--- config.mk ---
export PLATFORM = sky130hd
export DESIGN_NAME = bgmap_cell_address_top_flat
export DESIGN_NICKNAME = d
export VERILOG_FILES = /design/src/rtl/bgm_pkg.sv /design/src/rtl/bgm_pix_if.sv /design/src/rtl/bgm_cell_if.sv /design/src/rtl/bgmap_cell_address_top.sv /design/src/flat_wrapper.sv
export SDC_FILE = /design/constraint.sdc
export NUM_CORES = 2
export LEC_CHECK = 0
export ABC_AREA = 1
export CAP_MARGIN = 20
export CORE_MARGIN = 1
export CORE_UTILIZATION = 35
export CTS_CLUSTER_SIZE = 25
export DETAILED_ROUTE_END_ITERATION = 12
export DONT_BUFFER_PORTS = 1
export PLACE_DENSITY = 0.49
export SYNTH_ARGS = -nofsm -noshare
export SYNTH_HDL_FRONTEND = slang
export SYNTH_SLANG_ARGS = --single-unit
--- constraint.sdc ---
create_clock -name i_clk -period 10.4 [get_ports i_clk]
set_input_delay 0.52 -clock i_clk [delete_from_list [all_inputs] [get_ports i_clk]]
set_output_delay 0.52 -clock i_clk [all_outputs]
set_load 0.01 [all_outputs]
--- src/rtl/bgm_pkg.sv ---
// widths, register indexes and constants of the background map cell address generator
`default_nettype none

package bgm_pkg;

    // field widths
    localparam int WIN_W      = 10;
    localparam int BIAS_W     = 13;
    localparam int AFF_W      = 16;
    localparam int CELL_W     = 16;
    localparam int PIX_W      = 3;
    localparam int MODE_W     = 2;
    localparam int ORG_W      = 13;
    localparam int MPAR_W     = 10;
    localparam int SEG_W      = 2;
    localparam int SEG_COUNT  = 1 << SEG_W;

    // configuration port
    localparam int CFG_IDX_W  = 3;
    localparam int CFG_DATA_W = 16;

    typedef enum logic [CFG_IDX_W-1:0] {
        CFG_MAP_MODE      = 3'd0,
        CFG_ORIGIN_X      = 3'd1,
        CFG_PARALLAX      = 3'd2,
        CFG_ORIGIN_Y      = 3'd3,
        CFG_WIDTH_SEGS    = 3'd4,
        CFG_HEIGHT_SEGS   = 3'd5,
        CFG_OVERFLOW_EN   = 3'd6,
        CFG_OVERFLOW_CELL = 3'd7
    } t_cfg_idx;

    // map modes, code 3 behaves as normal
    localparam logic [MODE_W-1:0] MODE_HBIAS  = 2'd1;
    localparam logic [MODE_W-1:0] MODE_AFFINE = 2'd2;

    // datapath widths
    localparam int POS_W      = 32;              // source position
    localparam int CX_W       = POS_W - PIX_W;   // cell coordinate
    localparam int NX_W       = 16;              // normal/h-bias position
    localparam int B_W        = AFF_W + 1;       // affine pixel distance
    localparam int PROD_W     = AFF_W + B_W;     // step times distance
    localparam int T_W        = PROD_W + 1;      // position in 1/512 units
    localparam int AFF_UP     = 6;               // 13.3 start to 1/512 units
    localparam int FRAC_SHIFT = 9;
    localparam int RND_HALF   = 1 << (FRAC_SHIFT - 1);
    localparam int RCP_SHIFT  = CX_W;            // reciprocal scale for the modulo

    // register stages from input transfer to output register
    localparam int PIPE_DEPTH = 7;

endpackage

`default_nettype wire

--- src/rtl/bgm_pix_if.sv ---
// pixel request channel: window position, eye and row parameters
`default_nettype none

interface bgm_pix_if import bgm_pkg::*; ();
    logic                     valid;
    logic                     ready;
    logic [WIN_W-1:0]         window_x;
    logic [WIN_W-1:0]         window_y;
    logic                     right_eye;
    logic signed [BIAS_W-1:0] bias_left;
    logic signed [BIAS_W-1:0] bias_right;
    logic signed [AFF_W-1:0]  affine_start_x;
    logic signed [AFF_W-1:0]  affine_start_y;
    logic signed [AFF_W-1:0]  affine_step_x;
    logic signed [AFF_W-1:0]  affine_step_y;
    logic signed [AFF_W-1:0]  affine_parallax;

    modport source (
        output valid, window_x, window_y, right_eye, bias_left, bias_right,
               affine_start_x, affine_start_y, affine_step_x, affine_step_y,
               affine_parallax,
        input  ready
    );

    modport sink (
        input  valid, window_x, window_y, right_eye, bias_left, bias_right,
               affine_start_x, affine_start_y, affine_step_x, affine_step_y,
               affine_parallax,
        output ready
    );
endinterface

`default_nettype wire

--- src/rtl/bgm_cell_if.sv ---
// cell address channel: map cell index and pixel offsets within the character
`default_nettype none

interface bgm_cell_if import bgm_pkg::*; ();
    logic              valid;
    logic              ready;
    logic [CELL_W-1:0] cell_index;
    logic [PIX_W-1:0]  pixel_col;
    logic [PIX_W-1:0]  pixel_row;

    modport source (
        output valid, cell_index, pixel_col, pixel_row,
        input  ready
    );

    modport sink (
        input  valid, cell_index, pixel_col, pixel_row,
        output ready
    );
endinterface

`default_nettype wire

--- src/rtl/bgmap_cell_address_top.sv ---
// background map cell address generator, seven-stage pipeline
// throughput: one pixel per cycle while the output is not stalled, set by the single shared stage enable
// all stages stall together while a result waits on o_cell, nothing is dropped
// reset clears the stage valid bits and all configuration registers to 0
`default_nettype none

module bgmap_cell_address_top import bgm_pkg::*; #(
    parameter int SEGMENT_CELLS_WIDE = 64,
    parameter int SEGMENT_CELLS_HIGH = 64
) (
    input  wire logic                  i_clk,
    input  wire logic                  i_rst_n,
    input  wire logic                  i_cfg_we,
    input  wire logic [CFG_IDX_W-1:0]  i_cfg_index,
    input  wire logic [CFG_DATA_W-1:0] i_cfg_data,
    bgm_pix_if.sink                    i_pix,
    bgm_cell_if.source                 o_cell
);

    // map geometry
    localparam int W_MAX  = SEG_COUNT * SEGMENT_CELLS_WIDE;
    localparam int H_MAX  = SEG_COUNT * SEGMENT_CELLS_HIGH;
    localparam int WS_W   = $clog2(W_MAX + 1);     // map width in cells
    localparam int HS_W   = $clog2(H_MAX + 1);
    localparam int REMX_W = $clog2(W_MAX);         // wrapped cell column
    localparam int REMY_W = $clog2(H_MAX);
    localparam int ESTX_W = $clog2(2 * W_MAX);     // remainder before correction
    localparam int ESTY_W = $clog2(2 * H_MAX);

    // reciprocals floor(2^29 / size), one per segment count
    localparam int RCPX_W = $clog2((2 ** RCP_SHIFT) / SEGMENT_CELLS_WIDE + 1);
    localparam int RCPY_W = $clog2((2 ** RCP_SHIFT) / SEGMENT_CELLS_HIGH + 1);
    localparam int PWX_W  = CX_W + RCPX_W;
    localparam int PWY_W  = CX_W + RCPY_W;

    localparam logic [RCPX_W-1:0] RCPX_LUT [SEG_COUNT] = '{
        RCPX_W'((2 ** RCP_SHIFT) / (1 * SEGMENT_CELLS_WIDE)),
        RCPX_W'((2 ** RCP_SHIFT) / (2 * SEGMENT_CELLS_WIDE)),
        RCPX_W'((2 ** RCP_SHIFT) / (3 * SEGMENT_CELLS_WIDE)),
        RCPX_W'((2 ** RCP_SHIFT) / (4 * SEGMENT_CELLS_WIDE))
    };
    localparam logic [RCPY_W-1:0] RCPY_LUT [SEG_COUNT] = '{
        RCPY_W'((2 ** RCP_SHIFT) / (1 * SEGMENT_CELLS_HIGH)),
        RCPY_W'((2 ** RCP_SHIFT) / (2 * SEGMENT_CELLS_HIGH)),
        RCPY_W'((2 ** RCP_SHIFT) / (3 * SEGMENT_CELLS_HIGH)),
        RCPY_W'((2 ** RCP_SHIFT) / (4 * SEGMENT_CELLS_HIGH))
    };

    // ------------------------------------------------------------------
    // configuration registers
    // ------------------------------------------------------------------
    logic [MODE_W-1:0]        r_map_mode;
    logic signed [ORG_W-1:0]  r_origin_x;
    logic signed [MPAR_W-1:0] r_parallax;
    logic signed [ORG_W-1:0]  r_origin_y;
    logic [SEG_W-1:0]         r_wseg;
    logic [SEG_W-1:0]         r_hseg;
    logic                     r_ovf_en;
    logic [CELL_W-1:0]        r_ovf_cell;

    always_ff @(posedge i_clk) begin
        if (!i_rst_n) begin
            r_map_mode <= '0;
            r_origin_x <= '0;
            r_parallax <= '0;
            r_origin_y <= '0;
            r_wseg     <= '0;
            r_hseg     <= '0;
            r_ovf_en   <= 1'b0;
            r_ovf_cell <= '0;
        end else if (i_cfg_we) begin
            unique case (t_cfg_idx'(i_cfg_index))
                CFG_MAP_MODE:      r_map_mode <= i_cfg_data[MODE_W-1:0];
                CFG_ORIGIN_X:      r_origin_x <= i_cfg_data[ORG_W-1:0];
                CFG_PARALLAX:      r_parallax <= i_cfg_data[MPAR_W-1:0];
                CFG_ORIGIN_Y:      r_origin_y <= i_cfg_data[ORG_W-1:0];
                CFG_WIDTH_SEGS:    r_wseg     <= i_cfg_data[SEG_W-1:0];
                CFG_HEIGHT_SEGS:   r_hseg     <= i_cfg_data[SEG_W-1:0];
                CFG_OVERFLOW_EN:   r_ovf_en   <= i_cfg_data[0];
                CFG_OVERFLOW_CELL: r_ovf_cell <= i_cfg_data[CELL_W-1:0];
                default: ;
            endcase
        end
    end

    // map size in cells and its reciprocal; user keeps them static while items are in flight, unchecked
    logic [WS_W-1:0]   ws;
    logic [HS_W-1:0]   hs;
    logic [RCPX_W-1:0] rcp_w;
    logic [RCPY_W-1:0] rcp_h;

    assign ws    = WS_W'((32'(r_wseg) + 32'd1) * 32'(SEGMENT_CELLS_WIDE));
    assign hs    = HS_W'((32'(r_hseg) + 32'd1) * 32'(SEGMENT_CELLS_HIGH));
    assign rcp_w = RCPX_LUT[r_wseg];
    assign rcp_h = RCPY_LUT[r_hseg];

    // ------------------------------------------------------------------
    // stage enable: every stage moves unless the output holds a result
    // that the sink has not taken yet
    // ------------------------------------------------------------------
    logic                  adv;
    logic [PIPE_DEPTH-1:0] r_vld;

    assign adv         = !r_vld[PIPE_DEPTH-1] || o_cell.ready;
    assign i_pix.ready = adv;

    always_ff @(posedge i_clk) begin
        if (!i_rst_n) begin
            r_vld <= '0;
        end else if (adv) begin
            r_vld <= {r_vld[PIPE_DEPTH-2:0], i_pix.valid};
        end
    end

    // ------------------------------------------------------------------
    // stage 1: normal / h-bias position, affine pixel distance
    // ------------------------------------------------------------------
    logic signed [NX_W-1:0]  n1_nx, n1_ny, n1_par, n1_bias;
    logic signed [B_W-1:0]   n1_b;
    logic                    n1_par_sel;

    logic                    r1_aff;
    logic signed [NX_W-1:0]  r1_nx, r1_ny;
    logic signed [B_W-1:0]   r1_b;
    logic signed [AFF_W-1:0] r1_mx, r1_my, r1_dx, r1_dy;

    always_comb begin
        // parallax subtracted for the left eye, added for the right
        n1_par  = i_pix.right_eye ? NX_W'(r_parallax) : -NX_W'(r_parallax);
        n1_bias = '0;
        if (r_map_mode == MODE_HBIAS) begin
            n1_bias = i_pix.right_eye ? NX_W'(i_pix.bias_right) : NX_W'(i_pix.bias_left);
        end
        n1_nx = NX_W'(r_origin_x) + n1_par + NX_W'(i_pix.window_x) + n1_bias;
        n1_ny = NX_W'(r_origin_y) + NX_W'(i_pix.window_y);

        // affine parallax goes to the eye its sign selects
        n1_par_sel = (!i_pix.affine_parallax[AFF_W-1]) == i_pix.right_eye;
        n1_b = B_W'(i_pix.window_x) + (n1_par_sel ? B_W'(i_pix.affine_parallax) : '0);
    end

    // ------------------------------------------------------------------
    // stage 2: step times distance
    // ------------------------------------------------------------------
    logic                    r2_aff;
    logic signed [NX_W-1:0]  r2_nx, r2_ny;
    logic signed [AFF_W-1:0] r2_mx, r2_my;
    logic signed [PROD_W-1:0] r2_px, r2_py;

    // ------------------------------------------------------------------
    // stage 3: start plus product, 1/512 pixel units
    // ------------------------------------------------------------------
    logic                    r3_aff;
    logic signed [NX_W-1:0]  r3_nx, r3_ny;
    logic signed [T_W-1:0]   r3_tx, r3_ty;

    // ------------------------------------------------------------------
    // stage 4: round half away from zero, pick the mode's position
    // negative t: -((-t + 256) >> 9) equals (t + 255) >>> 9
    // ------------------------------------------------------------------
    logic signed [T_W-1:0]   n4_rx, n4_ry;
    logic [POS_W-1:0]        n4_ux, n4_uy;
    logic [POS_W-1:0]        r4_ux, r4_uy;

    always_comb begin
        n4_rx = r3_tx + (r3_tx[T_W-1] ? T_W'(RND_HALF - 1) : T_W'(RND_HALF));
        n4_ry = r3_ty + (r3_ty[T_W-1] ? T_W'(RND_HALF - 1) : T_W'(RND_HALF));
        if (r3_aff) begin
            n4_ux = POS_W'(n4_rx >>> FRAC_SHIFT);
            n4_uy = POS_W'(n4_ry >>> FRAC_SHIFT);
        end else begin
            n4_ux = POS_W'(r3_nx);
            n4_uy = POS_W'(r3_ny);
        end
    end

    // ------------------------------------------------------------------
    // stage 5: cell coordinates, in-map test, reciprocal multiply
    // ------------------------------------------------------------------
    logic [CX_W-1:0]   n5_cx, n5_cy;
    logic [PWX_W-1:0]  r5_pw;
    logic [PWY_W-1:0]  r5_ph;
    logic [ESTX_W-1:0] r5_cxl;
    logic [ESTY_W-1:0] r5_cyl;
    logic              r5_inmap;
    logic [PIX_W-1:0]  r5_col, r5_row;

    assign n5_cx = r4_ux[POS_W-1:PIX_W];
    assign n5_cy = r4_uy[POS_W-1:PIX_W];

    // ------------------------------------------------------------------
    // stage 6: remainder = coordinate - quotient * size, one correction;
    // the estimate lies below twice the size so low bits suffice
    // ------------------------------------------------------------------
    logic [ESTX_W-1:0] n6_qx, n6_ex, n6_wse;
    logic [ESTY_W-1:0] n6_qy, n6_ey, n6_hse;
    logic [REMX_W-1:0] n6_rx;
    logic [REMY_W-1:0] n6_ry;
    logic [REMX_W-1:0] r6_rx;
    logic [REMY_W-1:0] r6_ry;
    logic              r6_inmap;
    logic [PIX_W-1:0]  r6_col, r6_row;

    always_comb begin
        n6_wse = ESTX_W'(ws);
        n6_hse = ESTY_W'(hs);
        n6_qx  = r5_pw[RCP_SHIFT +: ESTX_W];
        n6_qy  = r5_ph[RCP_SHIFT +: ESTY_W];
        n6_ex  = r5_cxl - n6_qx * n6_wse;
        n6_ey  = r5_cyl - n6_qy * n6_hse;
        n6_rx  = (n6_ex >= n6_wse) ? REMX_W'(n6_ex - n6_wse) : REMX_W'(n6_ex);
        n6_ry  = (n6_ey >= n6_hse) ? REMY_W'(n6_ey - n6_hse) : REMY_W'(n6_ey);
    end

    // ------------------------------------------------------------------
    // stage 7: row * width + column, or the overflow cell
    // inside the map the wrapped coordinates equal the plain ones
    // ------------------------------------------------------------------
    logic [CELL_W-1:0] n7_cell;
    logic [CELL_W-1:0] r7_cell;
    logic [PIX_W-1:0]  r7_col, r7_row;

    always_comb begin
        if (!r6_inmap && r_ovf_en) begin
            n7_cell = r_ovf_cell;
        end else begin
            n7_cell = CELL_W'(r6_ry) * CELL_W'(ws) + CELL_W'(r6_rx);
        end
    end

    // payload registers, all on the shared stage enable
    always_ff @(posedge i_clk) begin
        if (adv) begin
            r1_aff   <= (r_map_mode == MODE_AFFINE);
            r1_nx    <= n1_nx;
            r1_ny    <= n1_ny;
            r1_b     <= n1_b;
            r1_mx    <= i_pix.affine_start_x;
            r1_my    <= i_pix.affine_start_y;
            r1_dx    <= i_pix.affine_step_x;
            r1_dy    <= i_pix.affine_step_y;

            r2_aff   <= r1_aff;
            r2_nx    <= r1_nx;
            r2_ny    <= r1_ny;
            r2_mx    <= r1_mx;
            r2_my    <= r1_my;
            r2_px    <= PROD_W'(r1_dx) * PROD_W'(r1_b);
            r2_py    <= PROD_W'(r1_dy) * PROD_W'(r1_b);

            r3_aff   <= r2_aff;
            r3_nx    <= r2_nx;
            r3_ny    <= r2_ny;
            r3_tx    <= (T_W'(r2_mx) <<< AFF_UP) + T_W'(r2_px);
            r3_ty    <= (T_W'(r2_my) <<< AFF_UP) + T_W'(r2_py);

            r4_ux    <= n4_ux;
            r4_uy    <= n4_uy;

            r5_pw    <= PWX_W'(n5_cx) * PWX_W'(rcp_w);
            r5_ph    <= PWY_W'(n5_cy) * PWY_W'(rcp_h);
            r5_cxl   <= n5_cx[ESTX_W-1:0];
            r5_cyl   <= n5_cy[ESTY_W-1:0];
            r5_inmap <= (n5_cx < CX_W'(ws)) && (n5_cy < CX_W'(hs));
            r5_col   <= r4_ux[PIX_W-1:0];
            r5_row   <= r4_uy[PIX_W-1:0];

            r6_rx    <= n6_rx;
            r6_ry    <= n6_ry;
            r6_inmap <= r5_inmap;
            r6_col   <= r5_col;
            r6_row   <= r5_row;

            r7_cell  <= n7_cell;
            r7_col   <= r6_col;
            r7_row   <= r6_row;
        end
    end

    // output register drives the result channel directly
    assign o_cell.valid      = r_vld[PIPE_DEPTH-1];
    assign o_cell.cell_index = r7_cell;
    assign o_cell.pixel_col  = r7_col;
    assign o_cell.pixel_row  = r7_row;

endmodule

`default_nettype wire

--- src/flat_wrapper.sv ---
// flat-port wrapper written by rule: the top's interface ports become plain ports
module bgmap_cell_address_top_flat import bgm_pkg::*;
#(
    parameter int SEGMENT_CELLS_WIDE = 64,
    parameter int SEGMENT_CELLS_HIGH = 64
)
  (i_clk, i_rst_n, i_cfg_we, i_cfg_index, i_cfg_data, i_pix_valid, i_pix_window_x, i_pix_window_y, i_pix_right_eye, i_pix_bias_left, i_pix_bias_right, i_pix_affine_start_x, i_pix_affine_start_y, i_pix_affine_step_x, i_pix_affine_step_y, i_pix_affine_parallax, i_pix_ready, o_cell_valid, o_cell_cell_index, o_cell_pixel_col, o_cell_pixel_row, o_cell_ready);
  bgm_pix_if i_pix_i ();
  bgm_cell_if o_cell_i ();
  input  wire logic i_clk;
  input  wire logic i_rst_n;
  input  wire logic i_cfg_we;
  input  wire logic [CFG_IDX_W-1:0] i_cfg_index;
  input  wire logic [CFG_DATA_W-1:0] i_cfg_data;
  input wire logic [$bits(i_pix_i.valid)-1:0] i_pix_valid;
  input wire logic [$bits(i_pix_i.window_x)-1:0] i_pix_window_x;
  input wire logic [$bits(i_pix_i.window_y)-1:0] i_pix_window_y;
  input wire logic [$bits(i_pix_i.right_eye)-1:0] i_pix_right_eye;
  input wire logic [$bits(i_pix_i.bias_left)-1:0] i_pix_bias_left;
  input wire logic [$bits(i_pix_i.bias_right)-1:0] i_pix_bias_right;
  input wire logic [$bits(i_pix_i.affine_start_x)-1:0] i_pix_affine_start_x;
  input wire logic [$bits(i_pix_i.affine_start_y)-1:0] i_pix_affine_start_y;
  input wire logic [$bits(i_pix_i.affine_step_x)-1:0] i_pix_affine_step_x;
  input wire logic [$bits(i_pix_i.affine_step_y)-1:0] i_pix_affine_step_y;
  input wire logic [$bits(i_pix_i.affine_parallax)-1:0] i_pix_affine_parallax;
  output wire logic [$bits(i_pix_i.ready)-1:0] i_pix_ready;
  output wire logic [$bits(o_cell_i.valid)-1:0] o_cell_valid;
  output wire logic [$bits(o_cell_i.cell_index)-1:0] o_cell_cell_index;
  output wire logic [$bits(o_cell_i.pixel_col)-1:0] o_cell_pixel_col;
  output wire logic [$bits(o_cell_i.pixel_row)-1:0] o_cell_pixel_row;
  input wire logic [$bits(o_cell_i.ready)-1:0] o_cell_ready;
  assign i_pix_i.valid = i_pix_valid;
  assign i_pix_i.window_x = i_pix_window_x;
  assign i_pix_i.window_y = i_pix_window_y;
  assign i_pix_i.right_eye = i_pix_right_eye;
  assign i_pix_i.bias_left = i_pix_bias_left;
  assign i_pix_i.bias_right = i_pix_bias_right;
  assign i_pix_i.affine_start_x = i_pix_affine_start_x;
  assign i_pix_i.affine_start_y = i_pix_affine_start_y;
  assign i_pix_i.affine_step_x = i_pix_affine_step_x;
  assign i_pix_i.affine_step_y = i_pix_affine_step_y;
  assign i_pix_i.affine_parallax = i_pix_affine_parallax;
  assign i_pix_ready = i_pix_i.ready;
  assign o_cell_valid = o_cell_i.valid;
  assign o_cell_cell_index = o_cell_i.cell_index;
  assign o_cell_pixel_col = o_cell_i.pixel_col;
  assign o_cell_pixel_row = o_cell_i.pixel_row;
  assign o_cell_i.ready = o_cell_ready;
  bgmap_cell_address_top #(.SEGMENT_CELLS_WIDE(SEGMENT_CELLS_WIDE), .SEGMENT_CELLS_HIGH(SEGMENT_CELLS_HIGH)) u_core (.i_clk(i_clk), .i_rst_n(i_rst_n), .i_cfg_we(i_cfg_we), .i_cfg_index(i_cfg_index), .i_cfg_data(i_cfg_data), .i_pix(i_pix_i), .o_cell(o_cell_i));
endmodule
; Word level (Yosys, flattened, before mapping)
; Cells that the tools add are included.
; W data, S select, Z words.
[op_classes]
n_mul = 7
eq_ne = 10
n_bitwise = 2
muxes = 17
addsub = 17
order_cmp = 6
reduce_logical = 15
[op_table]
columns = op, n
row1 = $bmux W24 S2, 2
row2 = $mux W24, 4
row3 = $mul A29 B24 Y38, 2
row4 = $add A22 B33 Y34, 2
row5 = $add A34 B34 Y34, 2
row6 = $mul A16 B17 Y33, 2
row7 = $mux W16, 4
row8 = $mux W32, 2
row9 = $lt A29 B9 Y1, 2
row10 = $add A16 B16 Y16, 2
row11 = $ge A9 B9 Y1, 2
row12 = $mul A9 B3 Y3, 2
row13 = $mux W9, 2
row14 = $sub A9 B9 Y9, 2
row15 = $add A10 B17 Y17, 1
row16 = $mux W17, 1
row17 = $add A16 B10 Y16, 1
row18 = $add A16 B8 Y16, 1
row19 = $mux W8, 2
row20 = $neg A10 Y16, 1
row21 = $reduce_and A2 Y1, 8
row22 = $sub A8 B8 Y8, 2
row23 = $add A13 B11 Y14, 1
row24 = $eq A3 B3 Y1 const B, 4
row25 = other kinds (13), 20
[word_totals]
wordCells = 120
reg_bits = 622
input_bits = 151

; Logic depth before layout (Yosys ltp)
[depth]
depth_word = 5
mapped_depth = 31
depth_no_buf = 29

; Least setup slack after synthesis
; No wires, ideal clock.
[synth_path]
path_type = in2reg
startpoint = in o_cell_ready
endpoint = reg u_core.r7_cell[0] (netlist: u_core.o_cell.cell_index[0]), enable pin
setup_slack_ns = -0.144
stages = 2
n_path_buf = 0
setup_ns = 0.820
arrival_time_ns = 9.724
path_cell_list = nor2_1 inv_1
[synth_via]
elab_chain_cells = 1
[synth_lines]
columns = item, line_no
row1 = from (decl), flat_wrapper.sv:31  ; input wire logic [$bits(o_cell_i.ready)-1:0] o_cell_ready;
row2 = $logic_or A1 B1 Y1, bgmap_cell_address_top.sv:104  ; assign adv = !r_vld[PIPE_DEPTH-1] || o_cell.ready;
row3 = via i_pix_ready, flat_wrapper.sv:26  ; output wire logic [$bits(i_pix_i.ready)-1:0] i_pix_ready;
row4 = to (signal assigned), bgmap_cell_address_top.sv:274  ; r7_cell <= n7_cell;
row5 = to (decl), bgmap_cell_address_top.sv:220  ; logic [CELL_W-1:0] r7_cell;
; The timed path passes the listed nets, and every way through them passes these cells.
; A chain may end at the register's enable or synchronous reset.

; Worst setup path after layout
[layout_path]
startpoint = reg u_core.r_hseg[1]
endpoint = reg u_core.r5_ph[30] (data pin)
[layout_via]
elab_chain_cells = 5
[layout_lines]
columns = item, line_no
row1 = from (decl), bgmap_cell_address_top.sv:57  ; logic [SEG_W-1:0] r_hseg;
row2 = from (signal assigned), bgmap_cell_address_top.sv:78  ; CFG_HEIGHT_SEGS: r_hseg <= i_cfg_data[SEG_W-1:0];
row3 = $not A2 Y3 (not written as such), bgmap_cell_address_top.sv:95  ; assign rcp_h = RCPY_LUT[r_hseg];
row4 = $bmux W24 S2, bgmap_cell_address_top.sv:95
row5 = $mux W24 (not written as such) (2 in series), bgmap_cell_address_top.sv:95
row6 = $mul A29 B24 Y38, bgmap_cell_address_top.sv:261  ; r5_ph <= PWY_W'(n5_cy) * PWY_W'(rcp_h);
row7 = to (signal assigned), bgmap_cell_address_top.sv:261
row8 = to (decl), bgmap_cell_address_top.sv:182  ; logic [PWY_W-1:0] r5_ph;
; Every way passes these cells. The select of a mux whose other input is x is not followed.

==> flow_results.org <==
** STA
- Unrepaired setup endpoints after global routing :: false
- Worst slew margin :: 0.344
- Worst slew pin tran :: 985 ps
- Across the routed clock network, the largest skew measured is 59.9 ps.
- Once routing completed, OpenROAD measured the worst setup slack at 3470 ps.
- The number of pins exceeding their max-slew limit in the final report came to 0.
- After layout, the minimum clock period comes to a little under 7000 ps.
- Setup TNS :: 0 ps
- Final number of setup-violating endpoints :: 0
- Period utilization :: 0.667
- Max frequency :: 144 MHz
- The final number of hold-violating endpoints was 0.

** Worst setup path
- Among the stages of the critical path, the cell type that occurs most often is sky130_fd_sc_hd__nand2_1.
- Peak fanout along the critical path :: 24
- Critical path launch point :: u_core.r_hseg[1]$_SDFFE_PN0P_
- Worst flop-to-flop path endpoint :: u_core.r5_ph[30]$_DFFE_PP_
- For the worst flop-to-flop path, the logic depth is 22.
- Among all stages on the critical path, the largest delay is contributed by sky130_fd_sc_hd__ha_1.
- Delay of the slowest cell on the worst path :: between 900 and 1000 ps
- Data required time of the worst path :: 10830 ps
- Chain of cells forming the critical path :: ha_1, nand2_1, inv_1, ha_1, ha_1, inv_1, fa_1, fa_1, fa_1, fa_1, fa_1, inv_1, ha_1, nand2_1, inv_1, a31o_2, a21oi_1, nand2_1, a21oi_1, nand2_1, nand2_1, nand2_1
- STA classifies the critical path startpoint as a flop.
- Critical path class :: flop to flop
- STA classifies the critical path endpoint as a flop.
- At the worst endpoint, the arrival time is 7370 ps.
- Setup slack of the most critical reg-to-reg path :: 3470 ps
- In this run the worst setup path terminates at u_core.r5_ph[30]$_DFFE_PP_.
- The worst register-to-register path begins at u_core.r_hseg[1]$_SDFFE_PN0P_.

** Clock tree
- Clock tree synthesis found a total of around 530 sinks.
- Number of buffers between clock root and the deepest sink :: 3
- Count of cells resized by post-cts repair :: 0
- After clock tree synthesis, the clock-pin slew on the worst setup and hold paths is 60 ps.
- In this run the clock root is driven by a sky130_fd_sc_hd__clkbuf_16.
- Clock tree from TritonCTS :: yes
- Clock tree synthesis inserted a total of around 70 buffers.
- In this run the number of H-tree levels came out at 3.
- Clk_lat worst skew :: 710 ps

** Detailed routing
- Number of iterations in the first detailed-routing pass :: 6
- Remaining number of nets flagged by the antenna check after routing :: 0
- Signal routing reaches up to met4.
- In the final routed layout, each cell accounts on average for 18.9 um.
- Sum of routed wire length over all layers :: 183 mm
- The detailed router put a total of 80.0 mm of wire on met1.
- Total number of vias :: 46000
- DR iter-0 viols :: 2612
- Met2 layer wire length in the routed design :: 90.7 mm
- After detailed routing, the met3 layer carries 6.11 mm of wire.
- DRC violation count after routing :: 0
- Dividing the detail-routed via count by the number of cells gives about 4.8.

** Hold path
- The min-delay analysis places its worst path in the category input port to flop.

** Status
- The run finished with clean final reports.

** Floorplanning
- Top Ports :: 175
- From bottom edge to top edge, the die measures 428 um.
- From left edge to right edge, the die measures between 400 and 500 um.
- The floorplan step defined a core boundary enclosing 179000 um2.
- The initial utilization of the core area, before any placement, comes to 0.354.
- Number of standard-cell rows in the floorplan :: 155
- The die covers 183000 um2.

** Cells and area
- The area growth from synthesis to layout is 9.33%.
- Total Nets Final :: slightly below 9000
- Count of fill cells added during filler insertion :: 18200
- Of the cells placed in the final design, the portion with a size suffix greater than 1 is 0.0243.

** Placement
- The congestion estimate from routability-driven global placement came to a little over 0.9.
- Dpl ws :: 3460 ps
- The count of buffers added on input and output ports is 0.
- Summed over all nets, the half-perimeter wirelength after detailed placement is 149 mm.

** Yosys
- Syn Nets :: 8896
- Syn Inst Count :: 7197
- For this run, the register share of the synthesized area comes to 0.241.
- For this run, asynchronously set or reset flops after synthesis account for 0.
- During synthesis, Yosys emitted a total of 0 warnings.
- The most used flip-flop cell after synthesis is sky130_fd_sc_hd__edfxtp_1.
- The mapped netlist covers roughly 64000 um2.
- The synthesized design contains 532 register bits.
- Yosys mapped a number of flops with a built-in enable equal to 466.
- Number of distinct library cells after synthesis :: 51
- Synthesized area per cell :: 8.82 um2

** Global route
- First-pass GRT wire length :: 287 mm
- The total overflow left after global routing is 0.
- Entering global routing, the biggest net connects 75 pins.
- Number of global-route vias before repair :: 48500
- The number of antenna violations at the first check in global routing was 29.
- For this run, the total global-route usage over all layers was measured as 0.204.

** Flow run
- MaxCap Viol Count :: 0
==> cells by family after synthesis <==
logic type / Yosys count / share of synthesized area
AO/OA/AOI/OAI: 598 / 0.0522
XOR/XNOR: 205 / 0.0284
adder cells (fa/ha/maj): 1548 / 0.411
buffers and inverters: 1922 / 0.114
flip-flops: 532 / 0.241
multiplexers: 2 / 0.000315
AND/OR/NAND/NOR: 2390 / 0.153
==> worst max-delay path: cells and delay by family, from the launching register on <==
family                   cells  cell delay [ps]
AO/OA/AOI/OAI                3              470
flip-flops                   1              640
AND/OR/NAND/NOR              6              640
adder cells (fa/ha/maj)      9             4520
buffers and inverters        4              420
==> layout by cell type, fill, tap and decap left out, types with 73 or more instances in the layout <==
| cell | netlist | layout |
|---|---|---|
| sky130_fd_sc_hd__inv_1 | 1759 | 1758 |
| sky130_fd_sc_hd__nand2_1 | 1531 | 1531 |
| sky130_fd_sc_hd__fa_1 | 897 | 897 |
| sky130_fd_sc_hd__ha_1 | 651 | 651 |
| sky130_fd_sc_hd__edfxtp_1 | 466 | 466 |
| sky130_fd_sc_hd__nor2_1 | 436 | 436 |
| sky130_fd_sc_hd__a21oi_1 | 255 | 255 |
| sky130_fd_sc_hd__nand3_1 | 240 | 240 |
| sky130_fd_sc_hd__o21ai_0 | 212 | 212 |
| sky130_fd_sc_hd__xor2_1 | 135 | 135 |
| sky130_fd_sc_hd__dlygate4sd3_1 | 0 | 89 |
| sky130_fd_sc_hd__nand4_1 | 77 | 77 |
| sky130_fd_sc_hd__clkbuf_16 | 0 | 73 |
==> cell usage after synthesis (69+ instances only) <==
library cell | number | area (um2)
sky130_fd_sc_hd__a21oi_1 | 255 | 1280
sky130_fd_sc_hd__clkbuf_1 | 146 | 548
sky130_fd_sc_hd__edfxtp_1 | 466 | 14000
sky130_fd_sc_hd__fa_1 | 897 | 18000
sky130_fd_sc_hd__ha_1 | 651 | 8150
sky130_fd_sc_hd__inv_1 | 1759 | 6600
sky130_fd_sc_hd__nand2_1 | 1531 | 5750
sky130_fd_sc_hd__nand3_1 | 240 | 1200
sky130_fd_sc_hd__nand4_1 | 77 | 482
sky130_fd_sc_hd__nor2_1 | 436 | 1640
sky130_fd_sc_hd__o21ai_0 | 212 | 1060
sky130_fd_sc_hd__xnor2_1 | 69 | 604
sky130_fd_sc_hd__xor2_1 | 135 | 1180
==> how the worst min path moves through the flow <==
stage / from / endpoint / cells after the start
after detailed placement: u_core.r1_my[4]$_DFFE_PP_ / u_core.r2_my[4]$_DFFE_PP_ / 0
after global routing: i_rst_n / u_core.r_hseg[1]$_SDFFE_PN0P_ / 2
after global placement: u_core.r1_nx[7]$_DFFE_PP_ / u_core.r2_nx[7]$_DFFE_PP_ / 0
final: i_cfg_data[1] / u_core.r_wseg[1]$_SDFFE_PN0P_ / 2
after floorplan: u_core.r6_col[0]$_DFFE_PP_ / u_core.o_cell.pixel_col[0]$_DFFE_PP_ / 0
after CTS: i_cfg_data[0] / u_core.r_wseg[0]$_SDFFE_PN0P_ / 2
==> layer usage <==
layer,GRT usage,up-vias
li1,-,22200
met1,0.265,22800
met2,0.357,783
met3,0.0183,222
met4,0.0645,0
met5,0,-
==> state kept, by name (all words and copies together) (netlist names), 17 cells and up <==
signal        count
u_core.r3_ty     34
u_core.r1_b      17
u_core.r4_uy     25
u_core.r2_py     33
u_core.r4_ux     25
u_core.r2_px     33
u_core.r3_tx     34
==> layout make-up <==
class	instances	area (um2)	share of cell area
Antenna cell	21	52.6	0.000757
Clock buffer	86	1900	0.0273
Clock inverter	46	472	0.00679
Inverter	1761	6620	0.0953
Multi-Input combinational cell	4743	41000	0.590
Sequential cell	532	15300	0.221
Tap cell	2355	2950	0.0424
Timing Repair Buffer	125	1180	0.0170
==> metrics by stage <==
step                instance area (um2)   util  hold slack, ps  std cells
floorplan                         63500      -             400       7197
global placement                  66100  0.368             401       9426
detailed placement                66100  0.368             405       9426
CTS                               69400  0.387            3.11       9648
global route                      69400  0.387            37.5       9663
finish                            69400  0.387            58.1       9669
==> what timing repair did <==
| item | CTS | global route |
|---|---|---|
| setup buffers | 0 | 0 |
| hold buffers | 90 | 0 |
| hold endpoints to repair | 130 | 0 |
Power is not shown: default switching activity piles up to over one toggle a cycle in this logic, so the estimate is an artifact.
